$ cat src/rtl/gpr_pkg.sv
package gpr_pkg;

	// Register file
	localparam int CFG_IDX_W  = 3;
	localparam int CFG_DATA_W = 16;

	typedef enum logic [CFG_IDX_W-1:0] {
		REG_MIN_SPEED  = 3'd0,
		REG_MAX_SPEED  = 3'd1,
		REG_KP_GAIN    = 3'd2,
		REG_KI_GAIN    = 3'd3,
		REG_INT_STEP   = 3'd4,
		REG_P_LIMIT    = 3'd5,
		REG_OUT_MIN    = 3'd6,
		REG_OUT_MAX    = 3'd7
	} reg_idx_t;

	typedef struct packed {
		logic [15:0] min_speed;
		logic [15:0] max_speed;
		logic [9:0]  kp_gain;
		logic [9:0]  ki_gain;
		logic [6:0]  integration_step;
		logic [14:0] p_limit;
		logic [14:0] out_min;
		logic [14:0] out_max;
	} cfg_t;

	// Microcode
	localparam int STEP_W = 4;

	typedef enum logic [3:0] {
		OP_NOP,
		OP_WAIT_IN,   // hold until an input beat, latch error and window flag
		OP_MUL,       // product register <= a * b
		OP_ABS,       // magnitude and sign of the product
		OP_FIX,       // finish divide by ten, write P or I term
		OP_INTEG,     // integral += low 16 bits of product
		OP_CLAMP,     // clamp P, I and integral
		OP_SUM,       // drive = clamp(P + I)
		OP_PUT        // hand result to output register
	} op_t;

	typedef enum logic [1:0] {
		A_ERR,
		A_INTEG,
		A_MAG
	} asel_t;

	typedef enum logic [1:0] {
		B_KP,
		B_KI,
		B_STEP,
		B_RECIP
	} bsel_t;

	typedef enum logic {
		DST_P,
		DST_I
	} dst_t;

	typedef enum logic [1:0] {
		JMP_NONE,
		JMP_OUTSIDE,
		JMP_ALWAYS
	} jmp_t;

	typedef struct packed {
		op_t               op;
		asel_t             a_sel;
		bsel_t             b_sel;
		dst_t              dst;
		jmp_t              jmp;
		logic [STEP_W-1:0] target;
	} ctrl_t;

	typedef struct packed {
		logic hold;     // current step waits on a handshake
		logic outside;  // latched item lies outside the speed window
	} status_t;

	localparam logic [STEP_W-1:0] STEP_WAIT = 4'd0;
	localparam logic [STEP_W-1:0] STEP_PUT  = 4'd13;

	// Control store
	function automatic ctrl_t ucode(input logic [STEP_W-1:0] step);
		ctrl_t c;
		c = '{op: OP_NOP, a_sel: A_ERR, b_sel: B_KP, dst: DST_P, jmp: JMP_NONE,
		      target: STEP_WAIT};
		unique case (step)
			4'd0: c.op = OP_WAIT_IN;
			4'd1: begin
				c.op = OP_MUL; c.a_sel = A_ERR; c.b_sel = B_KP;
				c.jmp = JMP_OUTSIDE; c.target = STEP_PUT;
			end
			4'd2: c.op = OP_ABS;
			4'd3: begin c.op = OP_MUL; c.a_sel = A_MAG; c.b_sel = B_RECIP; end
			4'd4: begin c.op = OP_FIX; c.dst = DST_P; end
			4'd5: begin c.op = OP_MUL; c.a_sel = A_ERR; c.b_sel = B_STEP; end
			4'd6: c.op = OP_INTEG;
			4'd7: begin c.op = OP_MUL; c.a_sel = A_INTEG; c.b_sel = B_KI; end
			4'd8: c.op = OP_ABS;
			4'd9: begin c.op = OP_MUL; c.a_sel = A_MAG; c.b_sel = B_RECIP; end
			4'd10: begin c.op = OP_FIX; c.dst = DST_I; end
			4'd11: c.op = OP_CLAMP;
			4'd12: c.op = OP_SUM;
			4'd13: begin c.op = OP_PUT; c.jmp = JMP_ALWAYS; c.target = STEP_WAIT; end
			default: begin c.op = OP_NOP; c.jmp = JMP_ALWAYS; c.target = STEP_WAIT; end
		endcase
		return c;
	endfunction

endpackage

$ cat src/rtl/gpr_cfg.sv
module gpr_cfg (
	input  logic                          clk,
	input  logic                          arst_n,
	input  logic                          we,
	input  logic [gpr_pkg::CFG_IDX_W-1:0]  index,
	input  logic [gpr_pkg::CFG_DATA_W-1:0] data,
	output gpr_pkg::cfg_t                 cfg
);
	import gpr_pkg::*;

	cfg_t cfg_q;

	// Register writes, each truncated to its field width
	always_ff @(posedge clk or negedge arst_n) begin
		if (!arst_n) begin
			cfg_q.min_speed        <= 16'd0;
			cfg_q.max_speed        <= 16'd65535;
			cfg_q.kp_gain          <= 10'd10;
			cfg_q.ki_gain          <= 10'd10;
			cfg_q.integration_step <= 7'd0;
			cfg_q.p_limit          <= 15'd32767;
			cfg_q.out_min          <= 15'd0;
			cfg_q.out_max          <= 15'd32767;
		end else if (we) begin
			unique case (reg_idx_t'(index))
				REG_MIN_SPEED: cfg_q.min_speed        <= data;
				REG_MAX_SPEED: cfg_q.max_speed        <= data;
				REG_KP_GAIN:   cfg_q.kp_gain          <= data[9:0];
				REG_KI_GAIN:   cfg_q.ki_gain          <= data[9:0];
				REG_INT_STEP:  cfg_q.integration_step <= data[6:0];
				REG_P_LIMIT:   cfg_q.p_limit          <= data[14:0];
				REG_OUT_MIN:   cfg_q.out_min          <= data[14:0];
				REG_OUT_MAX:   cfg_q.out_max          <= data[14:0];
				default: ;
			endcase
		end
	end

	assign cfg = cfg_q;

endmodule

$ cat config.mk
export PLATFORM = sky130hd
export DESIGN_NAME = gpr_cfg
export DESIGN_NICKNAME = d
export VERILOG_FILES = /design/src/rtl/gpr_pkg.sv /design/src/rtl/gpr_cfg.sv
export SDC_FILE = /design/constraint.sdc
export NUM_CORES = 1
export LEC_CHECK = 0
export BUFFER_PORTS_ARGS = -buffer_cell sky130_fd_sc_hd__buf_2
export CELL_PAD_IN_SITES_DETAIL_PLACEMENT = 0
export CELL_PAD_IN_SITES_GLOBAL_PLACEMENT = 2
export CORE_MARGIN = 2
export CORE_UTILIZATION = 35
export CTS_BUF_LIST = sky130_fd_sc_hd__clkbuf_16
export CTS_CLUSTER_DIAMETER = 30
export DETAILED_ROUTE_END_ITERATION = 7
export MAX_ROUTING_LAYER = met4
export PLACE_DENSITY_LB_ADDON = 0.12
export SLEW_MARGIN = 20
export SYNTH_ARGS = -nofsm -noshare
export SYNTH_HDL_FRONTEND = slang
export SYNTH_SLANG_ARGS = --single-unit
$ cat constraint.sdc
create_clock -name clk -period 1 [get_ports clk]
set_input_delay 0.05 -clock clk [delete_from_list [all_inputs] [get_ports clk]]
set_output_delay 0.05 -clock clk [all_outputs]
set_load 0.02 [all_outputs]
==> results.json, run 1 <==
{
  "grt_pass1_vias": 2520,
  "rsz0062_at_grt": "yes",
  "hp-class": "in2reg",
  "maxSlewViolCount": 0,
  "htree_levels": 3,
  "synth_fa_ha_area_share_pct": 0,
  "overflow": 0,
  "synth-xor-area-share_pct": 0,
  "synth_cell_type_count": 15,
  "filler_cell_count": 1028,
  "hold_violations": 0,
  "insertion_delay_ns": 0.33,
  "synth_top_cells_by_area": "dfrtp_1 33%, dfstp_2 32%, mux2_2 25%, mux2_4 3.7%, buf_2 0.98%",
  "max_cap_violations": 0,
  "die-height_um": 112,
  "grt_max_degree": 27,
  "arrival_ns": 1.01,
  "io-pin-count": 126,
  "cp_max_fo": 2,
  "synth_area_per_cell_um2": 17.8,
  "synth_compound_area_share_pct": 0,
  "peakVddDrop_mv": 1.25,
  "final_cell_mix": "74 x buf_2, 62 x mux2_2, 54 x dfrtp_1, 50 x dfstp_2, 50 x buf_6",
  "critPathSlowestCell": "dfstp_2",
  "synth_top_area_share_pct": 33.1,
  "start_util_pct": 35.7,
  "antenna_found_initial": 0,
  "ant_nets": 0,
  "clock-root-buffer": "clkbuf_16",
  "num_rows": 39,
  "timing.setup.tns_ns": -2.00,
  "largest_reg_flops": 104,
  "path_clk_slew_ns": 0.06,
  "cts_tree": "built",
  "final_common_cell": "buf_2",
  "relSlewSlack_pct": 76.4,
  "finalClockSkew_ns": 0,
  "via_per_inst": 4.66,
  "synth_area_um2": 4080,
  "p_per_area_nw_per_um2": 2340,
  "syn_inst": 229,
  "grt_pass1_wl_mm": 15.1,
  "ys_seq_elements": 104,
  "clock_path_buffers": 2,
  "path_buf_inv": 1,
  "power_mw": 13.8,
  "critical_path.top_delay_family": "flip-flops",
  "status": "complete, but fails checks",
  "drt_pass1_iterations": 4,
  "grt_use_total_pct": 16.6,
  "drtIter0Drc": 87,
  "drive_gt1_share_pct": 83.8,
  "setup_slack_ns": -0.0613,
  "synth_top_family_by_area": "multiplexers",
  "max_freq_mhz": 942,
  "worst-slew-pin-transition_ns": 0.354,
  "route.detailed.drc": 0,
  "drt_wl_total_mm": 9.86,
  "cts_sinks": 104,
  "finalCritPeriodShare_pct": 106,
  "crit_type": "reg2out",
  "portBuffers": 125,
  "worst_setup_path_start_kind": "flip-flop",
  "vias": 2479,
  "seqCellArea_um2": 2670,
  "finalCriticalPeriod_ns": 1.06,
  "crit_path_max_incr_delay_ns": 0.56,
  "synthSimpleGateAreaFrac_pct": 2.70,
  "required_ns": 0.95,
  "synth.mux.area_fraction_pct": 29.6,
  "cts_buffers": 9,
  "core_um2": 11400,
  "dieArea_um2": 12500,
  "violations": "negative setup slack",
  "nets": 406,
  "synth_seq_area_share_pct": 65.3,
  "routedWlPerCell_um": 18.5,
  "synth_warnings": 0,
  "multi_input_area_um2": 1450,
  "p_leak_nw": 2.74,
  "syn_to_final_growth_pct": 43.9,
  "gp_congestion": 0.684,
  "finalSetupViolCount": 50,
  "place_hpwl_mm": 6.76,
  "yosysTopAreaCell": "dfrtp_1",
  "synth_nets": 251,
  "die_w_um": 112,
  "end_kind": "primary output",
  "diodes": 0,
  "worstPathCellList": "buf_6"
}
-- layout make-up --
class / count / share of cell area (%)
flip-flops and latches: 104 / 45.4
multi-input cells: 112 / 24.8
repair buffers: 157 / 22.0
clock buffers: 9 / 3.83
well taps: 143 / 3.05
clock inverters: 7 / 0.959
-- Yosys cell counts --
master / n
and4bb_2: 2
buf_2: 8
buf_4: 1
buf_6: 3
buf_8: 1
dfrtp_1: 54
dfstp_2: 50
mux2_1: 2
mux2_2: 92
mux2_4: 10
nand4_2: 1
nand4b_1: 1
nand4b_2: 2
nor4b_4: 1
nor4bb_1: 1
-- power by group --
group          switching [mW]  leakage (nW)  internal, mW
Clock                    1.47         0.149          1.90
Sequential              0.590          1.17          5.47
Combinational            2.08          1.41          2.25
Total                    4.14          2.74          9.62
-- cells by family after synthesis --
family | after synthesis
buffers and inverters | 13
flip-flops | 104
multiplexers | 104
AND/OR/NAND/NOR | 8
-- per-layer routing --
| layer | GRT usage, % | routed length [um] |
|---|---|---|
| met4 | 3.90 | 89 |
| met1 | 23.1 | 4650 |
| met3 | 5.06 | 534 |
| met5 | - | 0 |
| met2 | 24.0 | 4580 |
-- stage by stage --
step / hold slack (ns) / setup slack (ns) / cell area [um^2] / std cells / util (%)
6_report: 0.0232 / -0.0613 / 5870 / 532 / 51.4
2_1_floorplan: -0.246 / -0.260 / 4250 / 229 / -
4_1_cts: 0.0102 / -0.0757 / 5870 / 532 / 51.4
5_1_grt: 0.0216 / -0.0905 / 5870 / 532 / 51.4
3_5_place_dp: -0.00715 / -0.255 / 5180 / 504 / 45.3
3_3_place_gp: -0.0159 / -0.210 / 5180 / 504 / 45.3
-- what timing repair did --
item | 4_1_cts | 5_1_grt
resized for setup | 100 | 0
setup endpoints to repair | 50 | 50
endpoints found under the hold margin | 73 | 0
hold buffers | 5 | 0
buffers inserted | 7 | 0
-- path summary, 6_finish.rpt --
kind,cells past startpoint,end,slack (ns),from
worst max-delay path,1,cfg[39],-0.06,cfg[39]$_DFFE_PN1P_
worst min-delay path,2,cfg[86]$_DFFE_PN1P_,0.02,data[14]
worst max register to register,2,cfg[80]$_DFFE_PN1P_,0.17,cfg[80]$_DFFE_PN1P_
worst min register to register,1,cfg[57]$_DFFE_PN0P_,0.50,cfg[57]$_DFFE_PN0P_
max in group asynchronous,3,cfg[42]$_DFFE_PN1P_,0.29,arst_n
min in group asynchronous,2,cfg[101]$_DFFE_PN0P_,0.16,arst_n
(Power assumes the default switching activity.)
==> run 2: changes to the inputs <==
PLACE_DENSITY = 0.87   (was not set)
PLACE_DENSITY_LB_ADDON = not set   (was 0.12)
==> results.json, run 2 (synthesis results as in run 1) <==
{
  "syn_to_final_growth_pct": 44.3,
  "worst_setup_path_start_kind": "flip-flop",
  "drive_gt1_share_pct": 84.2,
  "crit_path_max_incr_delay_ns": 0.55,
  "final_cell_mix": "74 x buf_2, 62 x mux2_2, 54 x dfrtp_1, 50 x dfstp_2, 50 x buf_6",
  "drt_pass1_iterations": 4,
  "violations": "negative setup slack",
  "multi_input_area_um2": 1450,
  "p_leak_nw": 2.76,
  "die_w_um": 112,
  "critical_path.top_delay_family": "flip-flops",
  "grt_pass1_wl_mm": 15.2,
  "crit_type": "reg2out",
  "htree_levels": 3,
  "worst-slew-pin-transition_ns": 0.295,
  "portBuffers": 125,
  "path_buf_inv": 1,
  "ant_nets": 0,
  "insertion_delay_ns": 0.33,
  "status": "complete, but fails checks",
  "final_common_cell": "buf_2",
  "drt_wl_total_mm": 9.55,
  "via_per_inst": 4.62,
  "max_cap_violations": 0,
  "reg2regPathDepth": 2,
  "vias": 2474,
  "finalClockSkew_ns": 0,
  "peakVddDrop_mv": 1.09,
  "cts_sinks": 104,
  "start_util_pct": 35.7,
  "p_per_area_nw_per_um2": 2330,
  "antenna_found_initial": 0,
  "critPathSlowestCell": "dfstp_2",
  "overflow": 0,
  "grt_max_degree": 40,
  "num_rows": 39,
  "core_um2": 11400,
  "filler_cell_count": 976,
  "clock_path_buffers": 2,
  "maxSlewViolCount": 0,
  "clock-root-buffer": "clkbuf_16",
  "rrSetupSlack_ns": 0.17,
  "finalCriticalPeriod_ns": 1.05,
  "setup_slack_ns": -0.0488,
  "nets": 409,
  "drtIter0Drc": 84,
  "diodes": 0,
  "cp_max_fo": 2,
  "holdPathEnd": "cfg[86]$_DFFE_PN1P_",
  "min_path_cells": 2,
  "end_kind": "primary output",
  "finalSetupViolCount": 50,
  "r2r_start": "cfg[81]$_DFFE_PN1P_",
  "required_ns": 0.95,
  "hp-class": "in2reg",
  "path_clk_slew_ns": 0.07,
  "routedWlPerCell_um": 17.8,
  "final_area_um2": 5890,
  "placedInstanceArea_um2": 5210,
  "place_hpwl_mm": 6.76,
  "worstPathCellList": "buf_6",
  "grt_use_total_pct": 16.3,
  "gp_congestion": 0.712,
  "post-route-util_pct": 51.6,
  "seqCellArea_um2": 2670,
  "hold_violations": 0,
  "arrival_ns": 1.00,
  "max_freq_mhz": 953,
  "relSlewSlack_pct": 80.3,
  "reg2reg_to": "cfg[81]$_DFFE_PN1P_",
  "cts_tree": "built",
  "route.detailed.drc": 0,
  "die-height_um": 112,
  "io-pin-count": 126,
  "grt_pass1_vias": 2673,
  "rsz0062_at_grt": "yes",
  "finalCritPeriodShare_pct": 105,
  "dieArea_um2": 12500,
  "cts_buffers": 9,
  "min_from": "data[14]",
  "largest_reg_flops": 104
}
==> run 2: how the worst max path moves through the flow <==
| stage | from | to | cells past startpoint |
|---|---|---|---|
| 2_1_floorplan | index[1] | cfg[100]$_DFFE_PN0P_ | 4 |
| 3_3_place_gp | index[1] | cfg[90]$_DFFE_PN0P_ | 4 |
| 3_5_place_dp | index[1] | cfg[90]$_DFFE_PN0P_ | 4 |
| 4_1_cts | cfg[4]$_DFFE_PN1P_ | cfg[4] | 1 |
| 5_1_grt | cfg[32]$_DFFE_PN1P_ | cfg[32] | 1 |
| 6_report | cfg[43]$_DFFE_PN1P_ | cfg[43] | 1 |
==> run 2: timing repair <==
action	CTS	global route
resized for setup	100	0
endpoints found under the hold margin	66	0
setup endpoints to repair	50	50
hold buffers	2	0
buffers inserted	6	3
==> run 2: layout make-up <==
class,count,share of cell area [%]
tap,143,3.04
timing repair buffer,160,22.2
sequential,104,45.3
clock inverter,7,0.977
multi-input combinational,112,24.7
clock buffer,9,3.82
==> run 2: per-stage QoR <==
stage | cells | setup slack [ns] | hold slack, ns | setup TNS, ns | power, mW
global route | 535 | -0.0870 | 0.0122 | -3.61 | 14.4
finish | 535 | -0.0488 | 0.0121 | -1.80 | 13.7
CTS | 532 | -0.0694 | 0.00159 | -2.66 | 13.9
global placement | 508 | -0.259 | -0.0397 | -14.34 | 9.67
floorplan | 229 | -0.260 | -0.246 | -5.51 | 8.34
detailed placement | 508 | -0.305 | -0.0389 | -16.42 | 9.76
==> run 2: per-layer routing <==
layer,part of all wire (%),up-vias,track usage (%)
li1,-,1133,-
met1,48,1258,22.2
met2,46,76,24.9
met3,5.0,7,4.08
met4,0.81,0,3.66
met5,0,-,-
==> run 2: report_power, final <==
| group | switching, mW | internal (mW) |
|---|---|---|
| Sequential | 0.610 | 5.47 |
| Clock | 1.43 | 1.90 |
| Combinational | 2.07 | 2.26 |
