File: src/rtl/gpr_pkg.sv
package gpr_pkg;

	// Register file
	localparam int CFG_IDX_W  = 3;
	localparam int CFG_DATA_W = 16;

	typedef enum logic [CFG_IDX_W-1:0] {
		REG_MIN_SPEED  = 3'd0,
		REG_MAX_SPEED  = 3'd1,
		REG_KP_GAIN    = 3'd2,
		REG_KI_GAIN    = 3'd3,
		REG_INT_STEP   = 3'd4,
		REG_P_LIMIT    = 3'd5,
		REG_OUT_MIN    = 3'd6,
		REG_OUT_MAX    = 3'd7
	} reg_idx_t;

	typedef struct packed {
		logic [15:0] min_speed;
		logic [15:0] max_speed;
		logic [9:0]  kp_gain;
		logic [9:0]  ki_gain;
		logic [6:0]  integration_step;
		logic [14:0] p_limit;
		logic [14:0] out_min;
		logic [14:0] out_max;
	} cfg_t;

	// Microcode
	localparam int STEP_W = 4;

	typedef enum logic [3:0] {
		OP_NOP,
		OP_WAIT_IN,   // hold until an input beat, latch error and window flag
		OP_MUL,       // product register <= a * b
		OP_ABS,       // magnitude and sign of the product
		OP_FIX,       // finish divide by ten, write P or I term
		OP_INTEG,     // integral += low 16 bits of product
		OP_CLAMP,     // clamp P, I and integral
		OP_SUM,       // drive = clamp(P + I)
		OP_PUT        // hand result to output register
	} op_t;

	typedef enum logic [1:0] {
		A_ERR,
		A_INTEG,
		A_MAG
	} asel_t;

	typedef enum logic [1:0] {
		B_KP,
		B_KI,
		B_STEP,
		B_RECIP
	} bsel_t;

	typedef enum logic {
		DST_P,
		DST_I
	} dst_t;

	typedef enum logic [1:0] {
		JMP_NONE,
		JMP_OUTSIDE,
		JMP_ALWAYS
	} jmp_t;

	typedef struct packed {
		op_t               op;
		asel_t             a_sel;
		bsel_t             b_sel;
		dst_t              dst;
		jmp_t              jmp;
		logic [STEP_W-1:0] target;
	} ctrl_t;

	typedef struct packed {
		logic hold;     // current step waits on a handshake
		logic outside;  // latched item lies outside the speed window
	} status_t;

	localparam logic [STEP_W-1:0] STEP_WAIT = 4'd0;
	localparam logic [STEP_W-1:0] STEP_PUT  = 4'd13;

	// Control store
	function automatic ctrl_t ucode(input logic [STEP_W-1:0] step);
		ctrl_t c;
		c = '{op: OP_NOP, a_sel: A_ERR, b_sel: B_KP, dst: DST_P, jmp: JMP_NONE,
		      target: STEP_WAIT};
		unique case (step)
			4'd0: c.op = OP_WAIT_IN;
			4'd1: begin
				c.op = OP_MUL; c.a_sel = A_ERR; c.b_sel = B_KP;
				c.jmp = JMP_OUTSIDE; c.target = STEP_PUT;
			end
			4'd2: c.op = OP_ABS;
			4'd3: begin c.op = OP_MUL; c.a_sel = A_MAG; c.b_sel = B_RECIP; end
			4'd4: begin c.op = OP_FIX; c.dst = DST_P; end
			4'd5: begin c.op = OP_MUL; c.a_sel = A_ERR; c.b_sel = B_STEP; end
			4'd6: c.op = OP_INTEG;
			4'd7: begin c.op = OP_MUL; c.a_sel = A_INTEG; c.b_sel = B_KI; end
			4'd8: c.op = OP_ABS;
			4'd9: begin c.op = OP_MUL; c.a_sel = A_MAG; c.b_sel = B_RECIP; end
			4'd10: begin c.op = OP_FIX; c.dst = DST_I; end
			4'd11: c.op = OP_CLAMP;
			4'd12: c.op = OP_SUM;
			4'd13: begin c.op = OP_PUT; c.jmp = JMP_ALWAYS; c.target = STEP_WAIT; end
			default: begin c.op = OP_NOP; c.jmp = JMP_ALWAYS; c.target = STEP_WAIT; end
		endcase
		return c;
	endfunction

endpackage

File: src/rtl/gpr_seq.sv
module gpr_seq (
	input  logic              clk,
	input  logic              arst_n,
	input  gpr_pkg::status_t  status,
	output gpr_pkg::ctrl_t    ctrl
);
	import gpr_pkg::*;

	logic [STEP_W-1:0] pc_q;
	logic [STEP_W-1:0] pc_next;
	logic              take;

	assign ctrl = ucode(pc_q);

	// Next step: hold, jump or fall through
	always_comb begin
		unique case (ctrl.jmp)
			JMP_OUTSIDE: take = status.outside;
			JMP_ALWAYS:  take = 1'b1;
			default:     take = 1'b0;
		endcase
		priority if (status.hold) pc_next = pc_q;
		else if (take)            pc_next = ctrl.target;
		else                      pc_next = pc_q + 1'b1;
	end

	always_ff @(posedge clk or negedge arst_n) begin
		if (!arst_n) begin
			pc_q <= STEP_WAIT;
		end else begin
			pc_q <= pc_next;
		end
	end

endmodule

File: config.mk
export PLATFORM = sky130hd
export DESIGN_NAME = gpr_seq
export DESIGN_NICKNAME = d
export VERILOG_FILES = /design/src/rtl/gpr_pkg.sv /design/src/rtl/gpr_seq.sv
export SDC_FILE = /design/constraint.sdc
export NUM_CORES = 1
export LEC_CHECK = 0
export ABC_CLOCK_PERIOD_IN_PS = 3500
export CAP_MARGIN = 0
export CORE_AREA = 3 3 40 42
export DETAILED_ROUTE_END_ITERATION = 8
export DIE_AREA = 0 0 43 45
export DONT_BUFFER_PORTS = 1
export PLACE_DENSITY = 0.45
export RECOVER_POWER = 25
export REMOVE_ABC_BUFFERS = 1
export SYNTH_ARGS = -nofsm -noshare
export SYNTH_HDL_FRONTEND = slang
export SYNTH_SLANG_ARGS = --single-unit
File: constraint.sdc
create_clock -name clk -period 3.5 [get_ports clk]
set_input_delay 0.35 -clock clk [delete_from_list [all_inputs] [get_ports clk]]
set_output_delay 0.35 -clock clk [all_outputs]
set_load 0.1 [all_outputs]
==> out/results.ini, run 1 <==
[sta]
totalNegativeSetupSlack_ns = 0
clock_skew_ns = 0.000486
grt_setup_unrepaired = false
final_count_of_negative_setup_slack_endpoints = 0
max_slew_margin_pct = 27.6
hold_violations = 0
max_frequency_ghz = 0.420
worst_hold_margin_ns = 0.263
worst-slew-pin-transition_ns = 1.09
finalMaxSlewViolations = 0
timing.final.ws_setup_ns = 1.12
post-route-min-period_ns = 2.38
final_min_period_over_clock_period_pct = 68.1

[setup_path]
critical_path.endpoint_type = primary output
cp.arrival_ns = 2.03
cp.required_ns = 3.15
critPathLaunchType = flop
worstPathMaxFanout = 14
worst_path_max_delay_cell = and2_4
r2r_slack_ns = 1.44
crit_buf_inv = 1
timing_worst_setup_path_type = reg2out
timing.critical_path.max_delay_family = simple AND/OR/NAND/NOR gates
worstPathCellList = nor2_1 -> and2_4 -> buf_12
critPathMaxStageDelay_ns = 0.61

[cts]
ctsResizeCount = 0
path_clk_slew_ns = 0.04
ctsLongestPathBuffers = 2
tritoncts_clock_tree = built
clock_sink_count = 4
clock_latency_late_sink_ns = 0.23
post_cts.repair.setup_buffers = 0
root_buffer = clkbuf_4
cts.htree.levels = 1
cts_made_buffers = 3

[layout]
largest_reg_flops = 4
drive_gt1_share_pct = 26.7
synthesis_to_layout_area_growth_pct = 20.1
layout.cells.non_filler = 75
nets = 70
regMostFlops = pc_q
num_antenna_cells = 0
top_regs = pc_q (4)

[detailed_routing]
drt-wirelength-per-cell_microns = 14.9
detail_route.vias_per_cell = 5.51
drt-total-wl_mm = 1.12
num_vias = 413
detailedRoute.firstPassIterationCount = 4
detail-route-antenna-nets = 0
drt_first_iter_violations = 4
detail_route.drc_violations = 0

[synthesis]
yosys-mux-area-fraction_pct = 0
post_synth_num_cell_types = 34
synth_edf_count = 0
synth-simple-area-share_pct = 18.8
compound_gate_portion_of_the_synthesized_area_pct = 30.8
largest_family_of_logic_cells_by_synthesized_area = compound AO/OA/AOI/OAI gates
netlist_area_sq_um = 467
synthCells = 57
post_synth_xor_area_fraction_pct = 1.88
synthesis.area_per_instance_sq_um = 8.19
yosys.area_share.adder_pct = 10.7
synthArstFlopShare_pct = 100
yosysSeqAreaShare_pct = 21.4
ys_warn_count = 0
ys.flop_type = dfrtp_1
flops_latches_synth = 4

[floorplanning]
std_cell_rows = 13
initial_utilization_pct = 36.3
coreArea_sq_um = 1280
io_pins = 19
die-height_microns = 45
dieWidth_microns = 43
dieArea_sq_um = 1940

[grt]
antenna_found_initial = 0
global_route.usage.total_pct = 13.3
grt_max_degree = 15
grt_first_pass_wirelength_mm = 1.89
vias_in_the_first_global_route = 413
residual_overflow_from_global_routing = 0

[worst_hold_path]
hold_path.class = in2reg

[job]
max_cap_violations = 0

[outcome]
status = finished, final reports clean

[placement]
port_bufs = 0
placed_cells = 71
gp_congestion = 0.734
place_worst_setup_slack_ns = 1.37
detailed_place_hpwl_microns = 868

## metrics by stage
step / instance area, sq um / util (%)
after detailed placement: 533 / 41.5
after global routing: 561 / 43.6
after floorplan: 417 / -
after CTS: 566 / 44.0
after global placement: 533 / 41.5
final: 561 / 43.6
## final timing paths
check,start,endpoint,depth (start not counted)
worst min-delay path,status[1],pc_q[1]$_DFFE_PN0N_,1
min in group asynchronous,arst_n,pc_q[0]$_DFFE_PN0N_,1
max in group asynchronous,arst_n,pc_q[3]$_DFFE_PN0N_,1
worst max-delay path,pc_q[3]$_DFFE_PN0N_,ctrl[4],3
worst max register to register,pc_q[0]$_DFFE_PN0N_,pc_q[2]$_DFFE_PN0N_,7
worst min register to register,pc_q[1]$_DFFE_PN0N_,pc_q[1]$_DFFE_PN0N_,1
## cell type report
| type | count | area (sq um) |
|---|---|---|
| tap | 15 | 18.8 |
| fill | 123 | 724 |
| timing repair buffer | 7 | 85.1 |
| inverter | 6 | 22.5 |
| clock buffer | 3 | 22.5 |
| sequential | 4 | 100 |
| multi-input combinational | 40 | 312 |
## synth_stat cells (2+ instances only)
cell type / number / area (sq um)
inv_1: 6 / 22.5
nand2_1: 3 / 11.3
and3_1: 2 / 12.5
a221o_1: 2 / 20.0
o22ai_1: 2 / 12.5
a21oi_1: 2 / 10.0
nand3b_1: 2 / 15.0
nor2_1: 2 / 7.51
ha_1: 4 / 50.1
buf_4: 4 / 30.0
dfrtp_1: 4 / 100
o21ai_0: 2 / 10.0
## layout by cell type (no fill, tap or decap), types with 2 or more instances in the layout
cell type,count
a221o_1,2
and3_1,2
buf_4,4
clkbuf_4,3
dfrtp_1,4
ha_1,4
inv_1,6
nand2_1,3
nand3b_1,2
## cells by family (layout without fill, tap and decap cells)
| logic type | Yosys count | count (layout) |
|---|---|---|
| flip-flops | 4 | 4 |
| buffers and inverters | 13 | 16 |
| other | 1 | 1 |
| XOR/XNOR | 1 | 1 |
| AND/OR/NAND/NOR | 15 | 15 |
| AO/OA/AOI/OAI | 19 | 19 |
| adder cells (fa/ha/maj) | 4 | 4 |
## timing repair
item | in CTS | in global routing
endpoints found under the hold margin | 4 | 0
hold buffers | 1 | 0
setup endpoints to repair | 0 | 0
## layer usage
metal  track usage [%]  up-vias  part of all wire, %
li1                  -      207                    -
met2              20.7       16                   50
met3              6.37        0                  8.0
met1              15.2      190                   42
met5                 0        -                    0
met4              7.23        0                    0
Power of run 1 is left out: the tool's default activity adds up to more than one toggle a clock period on the data nets, which glitch-free logic cannot reach.
==> run 2, diff against run 1 <==
ABC_AREA = 1   (was unset)
ABC_CLOCK_PERIOD_IN_PS = 2300   (was 3500)
PLACE_DENSITY = 0.51   (was 0.45)
clock period = 2.3 ns   (was 3.5 ns; I/O delays follow)
==> run 2 against run 1 <==
  * Non-clock buffer count rose by 6
  * Cell count increased by 31%
  * Clock-buffer cell count did not move
  * Critical path depth increased by 3
  * Worst setup slack worse by 0.83 ns
  * Synthesized cell count increased by 28%
  * Critical endpoint is now ctrl[5]
  * Largest cell class unchanged
==> out/results.ini, run 2 <==
[sta]
max_slew_margin_pct = 64.4  ; +37 points
worst_hold_margin_ns = 0.228  ; -0.0359 ns
post-route-min-period_ns = 2.01
grt_setup_unrepaired = false
final_count_of_negative_setup_slack_endpoints = 0  ; unchanged
finalMaxSlewViolations = 0  ; unchanged
max_frequency_ghz = 0.498
hold_violations = 0  ; unchanged
final_min_period_over_clock_period_pct = 87.4
clock_skew_ns = 0.000469  ; -0.0000172 ns
worst-slew-pin-transition_ns = 0.535  ; -0.551 ns

[setup_path]
worstPathMaxFanout = 11  ; -3
crit_buf_inv = 2  ; +1
worst_path_max_delay_cell = dfrtp_1
crit_cells = 6  ; +3
critical_path.endpoint_type = primary output
rr_worst_depth = 9  ; +2
worstPathCellList = inv_2 -> nand3_1 -> nand2_2 -> nor2_4 -> nand2_4 -> inv_2
critPathMaxStageDelay_ns = 0.67  ; +0.06 ns
cp.arrival_ns = 1.78  ; -0.25 ns
timing.critical_path.max_delay_family = flip-flops
cp.required_ns = 2.07  ; -1.08 ns
timing_worst_setup_path_type = reg2out
crit_path_frequent_cell = inv_2
critPathLaunchType = flop

[detailed_routing]
drt-wirelength-per-cell_microns = 10.5  ; -29%
detail-route-antenna-nets = 0  ; unchanged
num_vias = 459  ; +11%
drt_first_iter_violations = 5  ; +1
detail_route.vias_per_cell = 4.68  ; -15%
detail_route.drc_violations = 0  ; unchanged
detailedRoute.firstPassIterationCount = 4  ; unchanged
drt-total-wl_mm = 1.03  ; -7.9%

[cts]
ctsLongestPathBuffers = 2  ; unchanged
cts.htree.levels = 1  ; unchanged
post_cts.repair.setup_buffers = 0  ; unchanged
clock_sink_count = 4  ; unchanged
path_clk_slew_ns = 0.03  ; about the same
clock_latency_late_sink_ns = 0.23  ; about the same
root_buffer = clkbuf_4
cts_made_buffers = 3  ; unchanged
tritoncts_clock_tree = built

[synthesis]
flops_latches_synth = 4  ; unchanged
synthArstFlopShare_pct = 100  ; unchanged
yosys-mux-area-fraction_pct = 0  ; unchanged
netlist.area_leader.share_pct = 18.6  ; -2.8 points
synth_edf_count = 0  ; unchanged
netlist_area_sq_um = 538  ; +15%
yosys.area_share.adder_pct = 9.30  ; -1.4 points
compound_gate_portion_of_the_synthesized_area_pct = 10.2  ; -21 points
synth-simple-area-share_pct = 39.8  ; +21 points
post_synth_num_cell_types = 23  ; -32%
yosysMostFrequentCell = nand2_1
synthCells = 73  ; +28%
ys.flop_type = dfrtp_1
largest_family_of_logic_cells_by_synthesized_area = simple AND/OR/NAND/NOR gates
synth.top_cells.by_area = dfrtp_1 (19%), ha_1 (9.3%), nand3_1 (7.4%)
post_synth_xor_area_fraction_pct = 3.26  ; +1.4 points
ys_warn_count = 0  ; unchanged
synthesis.area_per_instance_sq_um = 7.37  ; -10%
synth_common_cells = nand2_1 (10), inv_1 (8), nand3_1 (8)
post-synth-top-area-cell = dfrtp_1
yosysSeqAreaShare_pct = 18.6  ; -2.8 points

[grt]
grt_max_degree = 12  ; -3
vias_in_the_first_global_route = 415  ; +0.48%
global_route.usage.total_pct = 12.5  ; -0.77 points
grt_first_pass_wirelength_mm = 1.76  ; -6.9%
antenna_found_initial = 0  ; unchanged
residual_overflow_from_global_routing = 0  ; unchanged

[worst_hold_path]
hold_path.class = in2reg
holdPathStages = 2  ; +1

[floorplanning]
initial_utilization_pct = 41.9  ; +5.6 points
std_cell_rows = 13  ; unchanged
coreArea_sq_um = 1280  ; unchanged
dieArea_sq_um = 1940  ; unchanged
dieWidth_microns = 43  ; unchanged
die-height_microns = 45  ; unchanged
io_pins = 19  ; unchanged

[layout]
synthesis_to_layout_area_growth_pct = 28.8
nets = 93  ; +33%
largest_reg_flops = 4  ; unchanged
final.fill_count = 129  ; +4.9%
layout.cells.non_filler = 98  ; +31%
drive_gt1_share_pct = 44.6  ; +18 points
num_antenna_cells = 0  ; unchanged
mostFrequentLayoutCell = nand2_1
post-route-cell-area_sq_um = 693  ; +24%
regMostFlops = pc_q
top_regs = pc_q (4)
most-common-layout-cells = nand2_1 (10), inv_1 (8), nand3_1 (8), buf_4 (8)
finished_core_util_pct = 53.9  ; +10 points

[placement]
placedInstanceArea_sq_um = 663  ; +24%
detailed_place_hpwl_microns = 873  ; +0.56%
port_bufs = 0  ; unchanged
placed_cells = 94  ; +32%
gp_congestion = 0.741  ; +0.89%

[job]
max_cap_violations = 0  ; unchanged

[outcome]
status = finished, final reports clean

==> run 2: cell count changes after synthesis, sizes merged, moves of 2 or more <==
| cell | before | now |
|---|---|---|
| o22ai | 2 | 0 |
| nand3b | 2 | 0 |
| nand3 | 1 | 10 |
| a221o | 2 | 0 |
| nor2 | 2 | 7 |
| nand2 | 3 | 16 |
| a21oi | 2 | 4 |
| and3 | 2 | 0 |
| inv | 6 | 12 |
==> run 2: final cells by class <==
| cell class | instances | area (sq um) | share of cell area [%] |
|---|---|---|---|
| Inverter | 12 | 45.0 | 6.50 |
| Timing Repair Buffer | 13 | 150 | 21.7 |
| Tap cell | 15 | 18.8 | 2.71 |
| Sequential cell | 4 | 100 | 14.4 |
| Multi-Input combinational cell | 51 | 357 | 51.4 |
| Clock buffer | 3 | 22.5 | 3.25 |
==> run 2: worst paths after layout <==
kind	start	end	slack, ns
setup / recovery	pc_q[2]$_DFFE_PN0N_	ctrl[5]	0.29
hold / removal	status[1]	pc_q[1]$_DFFE_PN0N_	0.23
setup reg to reg	pc_q[1]$_DFFE_PN0N_	pc_q[1]$_DFFE_PN0N_	0.63
hold reg to reg	pc_q[0]$_DFFE_PN0N_	pc_q[0]$_DFFE_PN0N_	0.62
max in group asynchronous	arst_n	pc_q[0]$_DFFE_PN0N_	1.87
min in group asynchronous	arst_n	pc_q[3]$_DFFE_PN0N_	0.27
==> run 2: metal layers <==
metal / vias to the layer above / share of wire, % / global-route usage [%] / wire, microns
met5: - / 0 / 0 / 0
met4: 0 / 0 / 9.04 / 0
met3: 0 / 3.9 / 2.39 / 40
met2: 8 / 55 / 21.6 / 569
met1: 206 / 41 / 13.9 / 420
li1: 245 / - / - / -
==> run 2: kinds of logic after synthesis <==
group                      after synthesis
AOI/OAI and AO/OA                        9
xor gates and xnor gates                 2
adders and majority gates                4
buffers and inverters                   18
DFF                                      4
other                                    1
and+or+nand+nor                         35
==> run 2: through the flow <==
stage	setup TNS [ns]	setup WS, ns
2_1_floorplan	-13.68	-1.75
3_3_place_gp	0	0.519
3_5_place_dp	0	0.528
4_1_cts	0	0.266
5_1_grt	0	0.177
6_report	0	0.290
==> run 2: what timing repair did <==
action,CTS,global route
hold buffers,1,0
resized for setup,0,0
hold endpoints to repair,4,0
Power of run 2 is left out for the same reason.
