===== src/rtl/gpr_pkg.sv =====
package gpr_pkg;

	// Register file
	localparam int CFG_IDX_W  = 3;
	localparam int CFG_DATA_W = 16;

	typedef enum logic [CFG_IDX_W-1:0] {
		REG_MIN_SPEED  = 3'd0,
		REG_MAX_SPEED  = 3'd1,
		REG_KP_GAIN    = 3'd2,
		REG_KI_GAIN    = 3'd3,
		REG_INT_STEP   = 3'd4,
		REG_P_LIMIT    = 3'd5,
		REG_OUT_MIN    = 3'd6,
		REG_OUT_MAX    = 3'd7
	} reg_idx_t;

	typedef struct packed {
		logic [15:0] min_speed;
		logic [15:0] max_speed;
		logic [9:0]  kp_gain;
		logic [9:0]  ki_gain;
		logic [6:0]  integration_step;
		logic [14:0] p_limit;
		logic [14:0] out_min;
		logic [14:0] out_max;
	} cfg_t;

	// Microcode
	localparam int STEP_W = 4;

	typedef enum logic [3:0] {
		OP_NOP,
		OP_WAIT_IN,   // hold until an input beat, latch error and window flag
		OP_MUL,       // product register <= a * b
		OP_ABS,       // magnitude and sign of the product
		OP_FIX,       // finish divide by ten, write P or I term
		OP_INTEG,     // integral += low 16 bits of product
		OP_CLAMP,     // clamp P, I and integral
		OP_SUM,       // drive = clamp(P + I)
		OP_PUT        // hand result to output register
	} op_t;

	typedef enum logic [1:0] {
		A_ERR,
		A_INTEG,
		A_MAG
	} asel_t;

	typedef enum logic [1:0] {
		B_KP,
		B_KI,
		B_STEP,
		B_RECIP
	} bsel_t;

	typedef enum logic {
		DST_P,
		DST_I
	} dst_t;

	typedef enum logic [1:0] {
		JMP_NONE,
		JMP_OUTSIDE,
		JMP_ALWAYS
	} jmp_t;

	typedef struct packed {
		op_t               op;
		asel_t             a_sel;
		bsel_t             b_sel;
		dst_t              dst;
		jmp_t              jmp;
		logic [STEP_W-1:0] target;
	} ctrl_t;

	typedef struct packed {
		logic hold;     // current step waits on a handshake
		logic outside;  // latched item lies outside the speed window
	} status_t;

	localparam logic [STEP_W-1:0] STEP_WAIT = 4'd0;
	localparam logic [STEP_W-1:0] STEP_PUT  = 4'd13;

	// Control store
	function automatic ctrl_t ucode(input logic [STEP_W-1:0] step);
		ctrl_t c;
		c = '{op: OP_NOP, a_sel: A_ERR, b_sel: B_KP, dst: DST_P, jmp: JMP_NONE,
		      target: STEP_WAIT};
		unique case (step)
			4'd0: c.op = OP_WAIT_IN;
			4'd1: begin
				c.op = OP_MUL; c.a_sel = A_ERR; c.b_sel = B_KP;
				c.jmp = JMP_OUTSIDE; c.target = STEP_PUT;
			end
			4'd2: c.op = OP_ABS;
			4'd3: begin c.op = OP_MUL; c.a_sel = A_MAG; c.b_sel = B_RECIP; end
			4'd4: begin c.op = OP_FIX; c.dst = DST_P; end
			4'd5: begin c.op = OP_MUL; c.a_sel = A_ERR; c.b_sel = B_STEP; end
			4'd6: c.op = OP_INTEG;
			4'd7: begin c.op = OP_MUL; c.a_sel = A_INTEG; c.b_sel = B_KI; end
			4'd8: c.op = OP_ABS;
			4'd9: begin c.op = OP_MUL; c.a_sel = A_MAG; c.b_sel = B_RECIP; end
			4'd10: begin c.op = OP_FIX; c.dst = DST_I; end
			4'd11: c.op = OP_CLAMP;
			4'd12: c.op = OP_SUM;
			4'd13: begin c.op = OP_PUT; c.jmp = JMP_ALWAYS; c.target = STEP_WAIT; end
			default: begin c.op = OP_NOP; c.jmp = JMP_ALWAYS; c.target = STEP_WAIT; end
		endcase
		return c;
	endfunction

endpackage


===== src/rtl/gpr_dp.sv =====
module gpr_dp (
	input  logic             clk,
	input  logic             arst_n,
	input  gpr_pkg::cfg_t    cfg,
	input  gpr_pkg::ctrl_t   ctrl,
	output gpr_pkg::status_t status,
	input  logic             in_valid,
	output logic             in_ready,
	input  logic [15:0]      measured_speed,
	input  logic [15:0]      target_speed,
	output logic             out_valid,
	input  logic             out_ready,
	output logic [14:0]      drive_value,
	output logic             regulated
);
	import gpr_pkg::*;

	// floor(2^28 / 10): quotient estimate is low by at most one
	localparam logic signed [25:0] RECIP_MUL = 26'sd26843545;
	localparam int                 RECIP_SH  = 28;
	localparam logic signed [15:0] INT_FLOOR = 16'sd110;
	localparam logic signed [15:0] INT_CEIL  = 16'sd950;

	logic signed [15:0] err_q;
	logic               outside_q;
	logic signed [51:0] prod_q;
	logic [24:0]        mag_q;
	logic               neg_q;
	logic signed [22:0] p_q;
	logic signed [22:0] i_q;
	logic signed [15:0] integ_q;
	logic [14:0]        drive_q;

	logic               out_valid_q;
	logic [14:0]        out_drive_q;
	logic               out_reg_q;

	logic               in_fire;
	logic               out_free;
	logic               in_window;
	logic signed [25:0] mul_a;
	logic signed [25:0] mul_b;
	logic signed [51:0] mul_p;
	logic signed [25:0] abs_in;
	logic [21:0]        qe;
	logic [25:0]        ten_qe;
	logic [25:0]        rem;
	logic signed [22:0] q;
	logic signed [22:0] quo;
	logic signed [22:0] lim;
	logic signed [22:0] lo23;
	logic signed [22:0] hi23;
	logic signed [22:0] p_cl;
	logic signed [22:0] i_cl;
	logic signed [15:0] integ_cl;
	logic signed [17:0] sum;
	logic signed [17:0] sum_cl;

	// Handshake and sequencer status
	assign in_ready  = (ctrl.op == OP_WAIT_IN);
	assign in_fire   = in_valid && in_ready;
	assign out_free  = !out_valid_q || out_ready;
	assign in_window = (measured_speed > cfg.min_speed) && (measured_speed < cfg.max_speed);

	always_comb begin
		unique case (ctrl.op)
			OP_WAIT_IN: status.hold = !in_valid;
			OP_PUT:     status.hold = !out_free;
			default:    status.hold = 1'b0;
		endcase
		status.outside = outside_q;
	end

	// Shared multiplier operands
	always_comb begin
		unique case (ctrl.a_sel)
			A_ERR:   mul_a = 26'(err_q);
			A_INTEG: mul_a = 26'(integ_q);
			default: mul_a = $signed({1'b0, mag_q});
		endcase
		unique case (ctrl.b_sel)
			B_KP:    mul_b = $signed({16'd0, cfg.kp_gain});
			B_KI:    mul_b = $signed({16'd0, cfg.ki_gain});
			B_STEP:  mul_b = $signed({19'd0, cfg.integration_step});
			default: mul_b = RECIP_MUL;
		endcase
	end
	assign mul_p = mul_a * mul_b;

	// Divide by ten: estimate, remainder check, sign restore
	assign abs_in = prod_q[25] ? -prod_q[25:0] : prod_q[25:0];
	assign qe     = prod_q[RECIP_SH+21:RECIP_SH];
	assign ten_qe = 26'({qe, 3'b000}) + 26'({qe, 1'b0});
	assign rem    = 26'({1'b0, mag_q}) - ten_qe;
	assign q      = $signed({1'b0, qe}) + $signed(23'(rem >= 26'd10));
	assign quo    = neg_q ? -q : q;

	// Saturation
	assign lim  = $signed({8'd0, cfg.p_limit});
	assign lo23 = $signed({8'd0, cfg.out_min});
	assign hi23 = $signed({8'd0, cfg.out_max});

	always_comb begin
		p_cl = p_q;
		if (p_cl < -lim) p_cl = -lim;
		if (p_cl > lim)  p_cl = lim;
		i_cl = i_q;
		if (i_cl < lo23) i_cl = lo23;
		if (i_cl > hi23) i_cl = hi23;
		integ_cl = integ_q;
		if (integ_cl < INT_FLOOR) integ_cl = INT_FLOOR;
		if (integ_cl > INT_CEIL)  integ_cl = INT_CEIL;
		// clamped terms fit 17 signed bits; P may be negative
		sum    = 18'($signed(p_q[16:0])) + 18'($signed(i_q[16:0]));
		sum_cl = sum;
		if (sum_cl < 18'(lo23)) sum_cl = 18'(lo23);
		if (sum_cl > 18'(hi23)) sum_cl = 18'(hi23);
	end

	// Working registers
	always_ff @(posedge clk) begin
		if (in_fire) begin
			err_q     <= $signed(target_speed - measured_speed);
			outside_q <= !in_window;
		end
		if (ctrl.op == OP_MUL) prod_q <= mul_p;
		if (ctrl.op == OP_ABS) begin
			mag_q <= abs_in[24:0];
			neg_q <= prod_q[25];
		end
		if (ctrl.op == OP_FIX) begin
			if (ctrl.dst == DST_P) p_q <= quo;
			else                   i_q <= quo;
		end
		if (ctrl.op == OP_CLAMP) begin
			p_q <= p_cl;
			i_q <= i_cl;
		end
		if (ctrl.op == OP_PUT && out_free) begin
			out_drive_q <= drive_q;
			out_reg_q   <= !outside_q;
		end
	end

	// Regulator state
	always_ff @(posedge clk or negedge arst_n) begin
		if (!arst_n) begin
			integ_q <= '0;
			drive_q <= '0;
		end else begin
			if (ctrl.op == OP_INTEG) integ_q <= integ_q + prod_q[15:0];
			if (ctrl.op == OP_CLAMP) integ_q <= integ_cl;
			if (ctrl.op == OP_SUM)   drive_q <= sum_cl[14:0];
		end
	end

	// Output register
	always_ff @(posedge clk or negedge arst_n) begin
		if (!arst_n) begin
			out_valid_q <= 1'b0;
		end else if (ctrl.op == OP_PUT && out_free) begin
			out_valid_q <= 1'b1;
		end else if (out_ready) begin
			out_valid_q <= 1'b0;
		end
	end

	assign out_valid   = out_valid_q;
	assign drive_value = out_drive_q;
	assign regulated   = out_reg_q;

endmodule


===== config.mk =====
export PLATFORM = sky130hd
export DESIGN_NAME = gpr_dp
export DESIGN_NICKNAME = d
export VERILOG_FILES = /design/src/rtl/gpr_pkg.sv /design/src/rtl/gpr_dp.sv
export SDC_FILE = /design/constraint.sdc
export NUM_CORES = 2
export LEC_CHECK = 0
export BUFFER_PORTS_ARGS = -buffer_cell sky130_fd_sc_hd__buf_2
export CORE_UTILIZATION = 66
export CTS_BUF_LIST = sky130_fd_sc_hd__clkbuf_4 sky130_fd_sc_hd__clkbuf_8
export CTS_CLUSTER_DIAMETER = 50
export DETAILED_ROUTE_END_ITERATION = 10
export PLACE_DENSITY = 0.95
export SLEW_MARGIN = 20
export SYNTH_ARGS = -nofsm -noshare
export SYNTH_HDL_FRONTEND = slang
export SYNTH_SLANG_ARGS = --single-unit

===== constraint.sdc =====
create_clock -name clk -period 8.51 [get_ports clk]
set_clock_uncertainty 0.15 [all_clocks]
set_input_delay 1.2765 -clock clk [delete_from_list [all_inputs] [get_ports clk]]
set_output_delay 1.2765 -clock clk [all_outputs]
set_load 0.03 [all_outputs]

==> impl_metrics.env, run 1 <==
export IMPL_gp_congestion=1.064
export IMPL_ys_flop_type="edfxtp_1"
export IMPL_cts_num_sinks=185
export IMPL_ys_seq_area_share_pct=15.83
export IMPL_place_area_um2=38340
export IMPL_gr_total_overflow=14
export IMPL_io_pins=175
export IMPL_die_h_um=229.3
export IMPL_place_inst=4880
export IMPL_post_dp_hpwl_mm=94.32
export IMPL_synthCells=3788
export IMPL_syn_area_per_cell_um2=8.999
export IMPL_grt_max_degree=51
export IMPL_io_buffers=168
export IMPL_synth_edf_count=153
export IMPL_start_util_pct=67.39
export IMPL_synth_seq_cells=185
export IMPL_error="[ERROR GRT-0116] Global routing finished with congestion. Check the congestion regions in the DRC Viewer."
export IMPL_die_w_um=229.3
export IMPL_numCtsBuffers=17
export IMPL_ys_async_sr_fraction_pct=17.30
export IMPL_grt_pass1_vias=39090
export IMPL_ys_warn_count=0
export IMPL_htreeDepth=4
export IMPL_syn_nets=4799
export IMPL_core_rowCount=82
export IMPL_grt_usage_pct=59.29
export IMPL_stop_stage="5_1_grt"
export IMPL_syn_area_um2=34090
export IMPL_status="aborted with a tool error"
export IMPL_synth_distinct_cells=94
export IMPL_clk_path_buf_depth=2
export IMPL_cts_root_buf="clkbuf_8"
export IMPL_pre_cts_ws_ns=-0.9794
export IMPL_grt_pass1_wl_mm=229.7
-- cells by family after synthesis --
family                     after synthesis  share of synthesized area (%)
and+or+nand+nor                        935                          12.54
adders and majority gates              856                          41.29
buffers and inverters                  851                          9.445
AOI/OAI and AO/OA                      648                          12.34
xor gates and xnor gates               206                          5.293
DFF                                    185                          15.83
muxes                                  107                          3.263
-- per-layer routing --
layer  track usage, %  overflow
met1            59.84         1
met3            41.05         0
met2            77.46         3
met5            24.72         0
met4            56.27        10
-- stage by stage --
step,util [%],setup TNS [ns]
2_1_floorplan,-,0
3_3_place_gp,75.79,-2.358
3_5_place_dp,75.79,-10.77
4_1_cts,77.26,0
-- what timing repair did --
action | CTS
setup endpoints to repair | 14
hold buffers | 0
endpoints found under the hold margin | 0
resized for setup | 71
buffers inserted | 10
pin swaps | 29
-- Yosys cell counts (17+ instances only) --
master      n  area share, %
o21a_1     34           0.75
a31oi_1    18           0.33
xor2_1     49            1.3
nor3_1     46           0.68
o211ai_1   17           0.37
nand2_1   310            3.4
dfrtp_1    32            2.3
xnor2_1   157            4.0
a21o_1     87            1.9
nand4_1    29           0.53
nand2b_1   34           0.62
ha_1      408             15
fa_1      448             26
edfxtp_1  153             13
nor2b_1    33           0.61
inv_1     751            8.3
nor2_1    319            3.5
nand3_1    54           0.79
mux2_2     33            1.1
o21ai_1    26           0.38
o21ai_0   137            2.0
mux2i_1    74            2.2
a21oi_1   177            2.6
clkbuf_1   78           0.86
==> inputs of run 2 (changes only) <==
- CORE_UTILIZATION: 66 -> 40
- CTS_BUF_LIST: sky130_fd_sc_hd__clkbuf_4 sky130_fd_sc_hd__clkbuf_8 -> not set
- CTS_CLUSTER_DIAMETER: 50 -> not set
- PLACE_DENSITY: 0.95 -> not set
- PLACE_DENSITY_LB_ADDON: not set -> 0.15
==> impl_metrics.env, run 2 <==
export IMPL_status="finished, final reports clean"
export IMPL_core_rowCount=106
export IMPL_ys_warn_count=0
export IMPL_setup_viol=0
export IMPL_grt_pass1_vias=28000
export IMPL_die_w_um=293.9
export IMPL_critical_path_startpoint_type="input port"
export IMPL_io_buffers=168
export IMPL_wl_met3_mm=4.223
export IMPL_wirelength_mm=98.20
export IMPL_drt_first_iter_violations=1618
export IMPL_cp_arrival_ns=8.48
export IMPL_hp_start="drive_q[9]"
export IMPL_clkLatencyLatePin_ns=0.46
export IMPL_path_class="input port to flip-flop"
export IMPL_io_pins=175
export IMPL_syn_nets=4799
export IMPL_path_common_cell="fa_1"
export IMPL_synth_top_area_share_pct=26.31
export IMPL_top_register="prod_q"
export IMPL_crit_required_ns=8.58
export IMPL_ys_flop_type="edfxtp_1"
export IMPL_synth_largest_area_cell="fa_1"
export IMPL_grt_pass1_wl_mm=155.2
export IMPL_hold_path_class="flip-flop to flip-flop"
export IMPL_die_h_um=293.9
export IMPL_ant_nets=0
export IMPL_clk_path_buf_depth=2
export IMPL_grt_usage_pct=23.11
export IMPL_clkTransAtPathRegs_ns=0.08
export IMPL_path_buf_inv=8
export IMPL_fin_nets=5319
export IMPL_cp_end_kind="flip-flop"
export IMPL_place_area_um2=39520
export IMPL_rrSetupSlack_ns=0.55
export IMPL_layout_commonest_cell="inv_1"
export IMPL_cts_tree="yes"
export IMPL_wl_per_cell_um=18.00
export IMPL_dieArea_um2=86390
export IMPL_fin_crit_ns=8.414
export IMPL_gr_total_overflow=0
export IMPL_slew_violations=0
export IMPL_firstDrtPassIters=5
export IMPL_grt_max_degree=52
export IMPL_crit_path_start="ctrl[9]"
export IMPL_cts_root_buf="clkbuf_16"
export IMPL_fmax_ghz=0.1189
export IMPL_core_um2=83950
export IMPL_drive_gt1_share_pct=18.72
export IMPL_top_regs="prod_q x48, mag_q x25"
export IMPL_diodes=0
export IMPL_rr_startpoint="integ_q[15]"
export IMPL_most_common_layout_cells="735 x inv_1, 436 x fa_1, 401 x ha_1"
export IMPL_critPathSlowestCell="fa_1"
export IMPL_cp_max_fo=7
export IMPL_synthToLayoutAreaGrowth_pct=19.42
export IMPL_wl_met2_mm=45.50
export IMPL_cts_num_sinks=185
export IMPL_viasPerCell=5.017
export IMPL_hold_viol_final=0
export IMPL_antenna_found_initial=0
export IMPL_critical_path_top_delay_family="adder cells"
export IMPL_relSlewSlack_pct=28.78
export IMPL_ys_async_sr_fraction_pct=17.30
export IMPL_numCtsBuffers=17
export IMPL_finalInstanceArea_um2=40710
export IMPL_post_dp_hpwl_mm=85.29
export IMPL_synthMostInstantiatedCell="inv_1"
export IMPL_syn_area_um2=34090
export IMPL_start_util_pct=40.60
export IMPL_ys_seq_area_share_pct=15.83
export IMPL_tns_ns=0
export IMPL_rsz0062_at_grt="true"
export IMPL_syn_area_per_cell_um2=8.999
export IMPL_largest_register_ffs=48
export IMPL_cap_violations=0
export IMPL_htreeDepth=4
export IMPL_gp_congestion=0.9413
export IMPL_synth_edf_count=153
export IMPL_synthCells=3788
export IMPL_worstMarginPinSlew_ns=1.068
export IMPL_drc=0
export IMPL_slowest_delay_ns=0.57
export IMPL_period_share_pct=98.87
export IMPL_top_layer_used="met4"
export IMPL_wl_met1_mm=46.35
export IMPL_via_count=27370
export IMPL_synth_distinct_cells=94
export IMPL_synth_seq_cells=185
export IMPL_synthTopCellsByArea="fa_1 26%, ha_1 15%, edfxtp_1 13%, inv_1 8.3%, xnor2_1 4.0%"
export IMPL_synth_commonest_cells="751 x inv_1, 448 x fa_1, 408 x ha_1, 319 x nor2_1, 310 x nand2_1"
run 2: cell counts after synthesis:
No cell type changed its count.
run 2: worst register-to-register path, delay by kind of cell, from the launching register on:
kind / cells / cell delay, ns
flops: 1 / 0.49
fa+ha+maj: 8 / 3.75
mux: 1 / 0.39
simple gates: 4 / 0.64
compound gates: 7 / 1.56
buf+inv: 7 / 0.63
xor+xnor: 1 / 0.13
run 2: kinds of logic after synthesis:
group,after synthesis,share of synthesized area [%]
simple gates,935,12.54
fa+ha+maj,856,41.29
xor+xnor,206,5.293
compound gates,648,12.34
flops,185,15.83
mux,107,3.263
buf+inv,851,9.445
run 2: repair_timing:
| item | in CTS | in global routing |
|---|---|---|
| pin swaps | 3 | 66 |
| setup buffers | 1 | 11 |
| resized for setup | 6 | 113 |
| setup endpoints to repair | 11 | 13 |
| hold buffers | 0 | 0 |
| gates cloned | 0 | 2 |
run 2: final timing paths:
kind | endpoint | cells after the start
max | prod_q[45] | 29
min | drive_value[9] | 0
max reg2reg | prod_q[45] | 28
min reg2reg | drive_value[9] | 0
max in group asynchronous | integ_q[12] | 1
min in group asynchronous | out_valid | 1
run 2: per-stage QoR:
stage | std cells | hold slack (ns) | setup WS (ns) | util, %
floorplan | 3788 | 0.2748 | 0.001364 | -
global placement | 5410 | 0.2799 | -0.7188 | 47.08
detailed placement | 5410 | 0.2801 | -0.8297 | 47.08
CTS | 5443 | 0.2983 | 0.02782 | 47.86
global route | 5455 | 0.3038 | -0.1636 | 48.49
finish | 5455 | 0.2965 | 0.09644 | 48.49
run 2: layout make-up:
| type | count | area (um^2) |
|---|---|---|
| Clock buffer | 17 | 425.4 |
| Tap cell | 1134 | 1419 |
| Fill cell | 8079 | 43250 |
| Multi-Input combinational cell | 2753 | 26050 |
| Sequential cell | 185 | 5395 |
| Inverter | 753 | 2826 |
| Clock inverter | 15 | 195.2 |
| Timing Repair Buffer | 598 | 4392 |
run 2: layer usage:
metal	global-route usage, %	vias up
met2	38.13	616
met1	32.50	13160
met5	0	-
met4	5.348	0
li1	-	13480
met3	2.372	113
Power of run 2 is not shown: default switching activity piles up to over one toggle a cycle in this logic, so the estimate is an artifact.
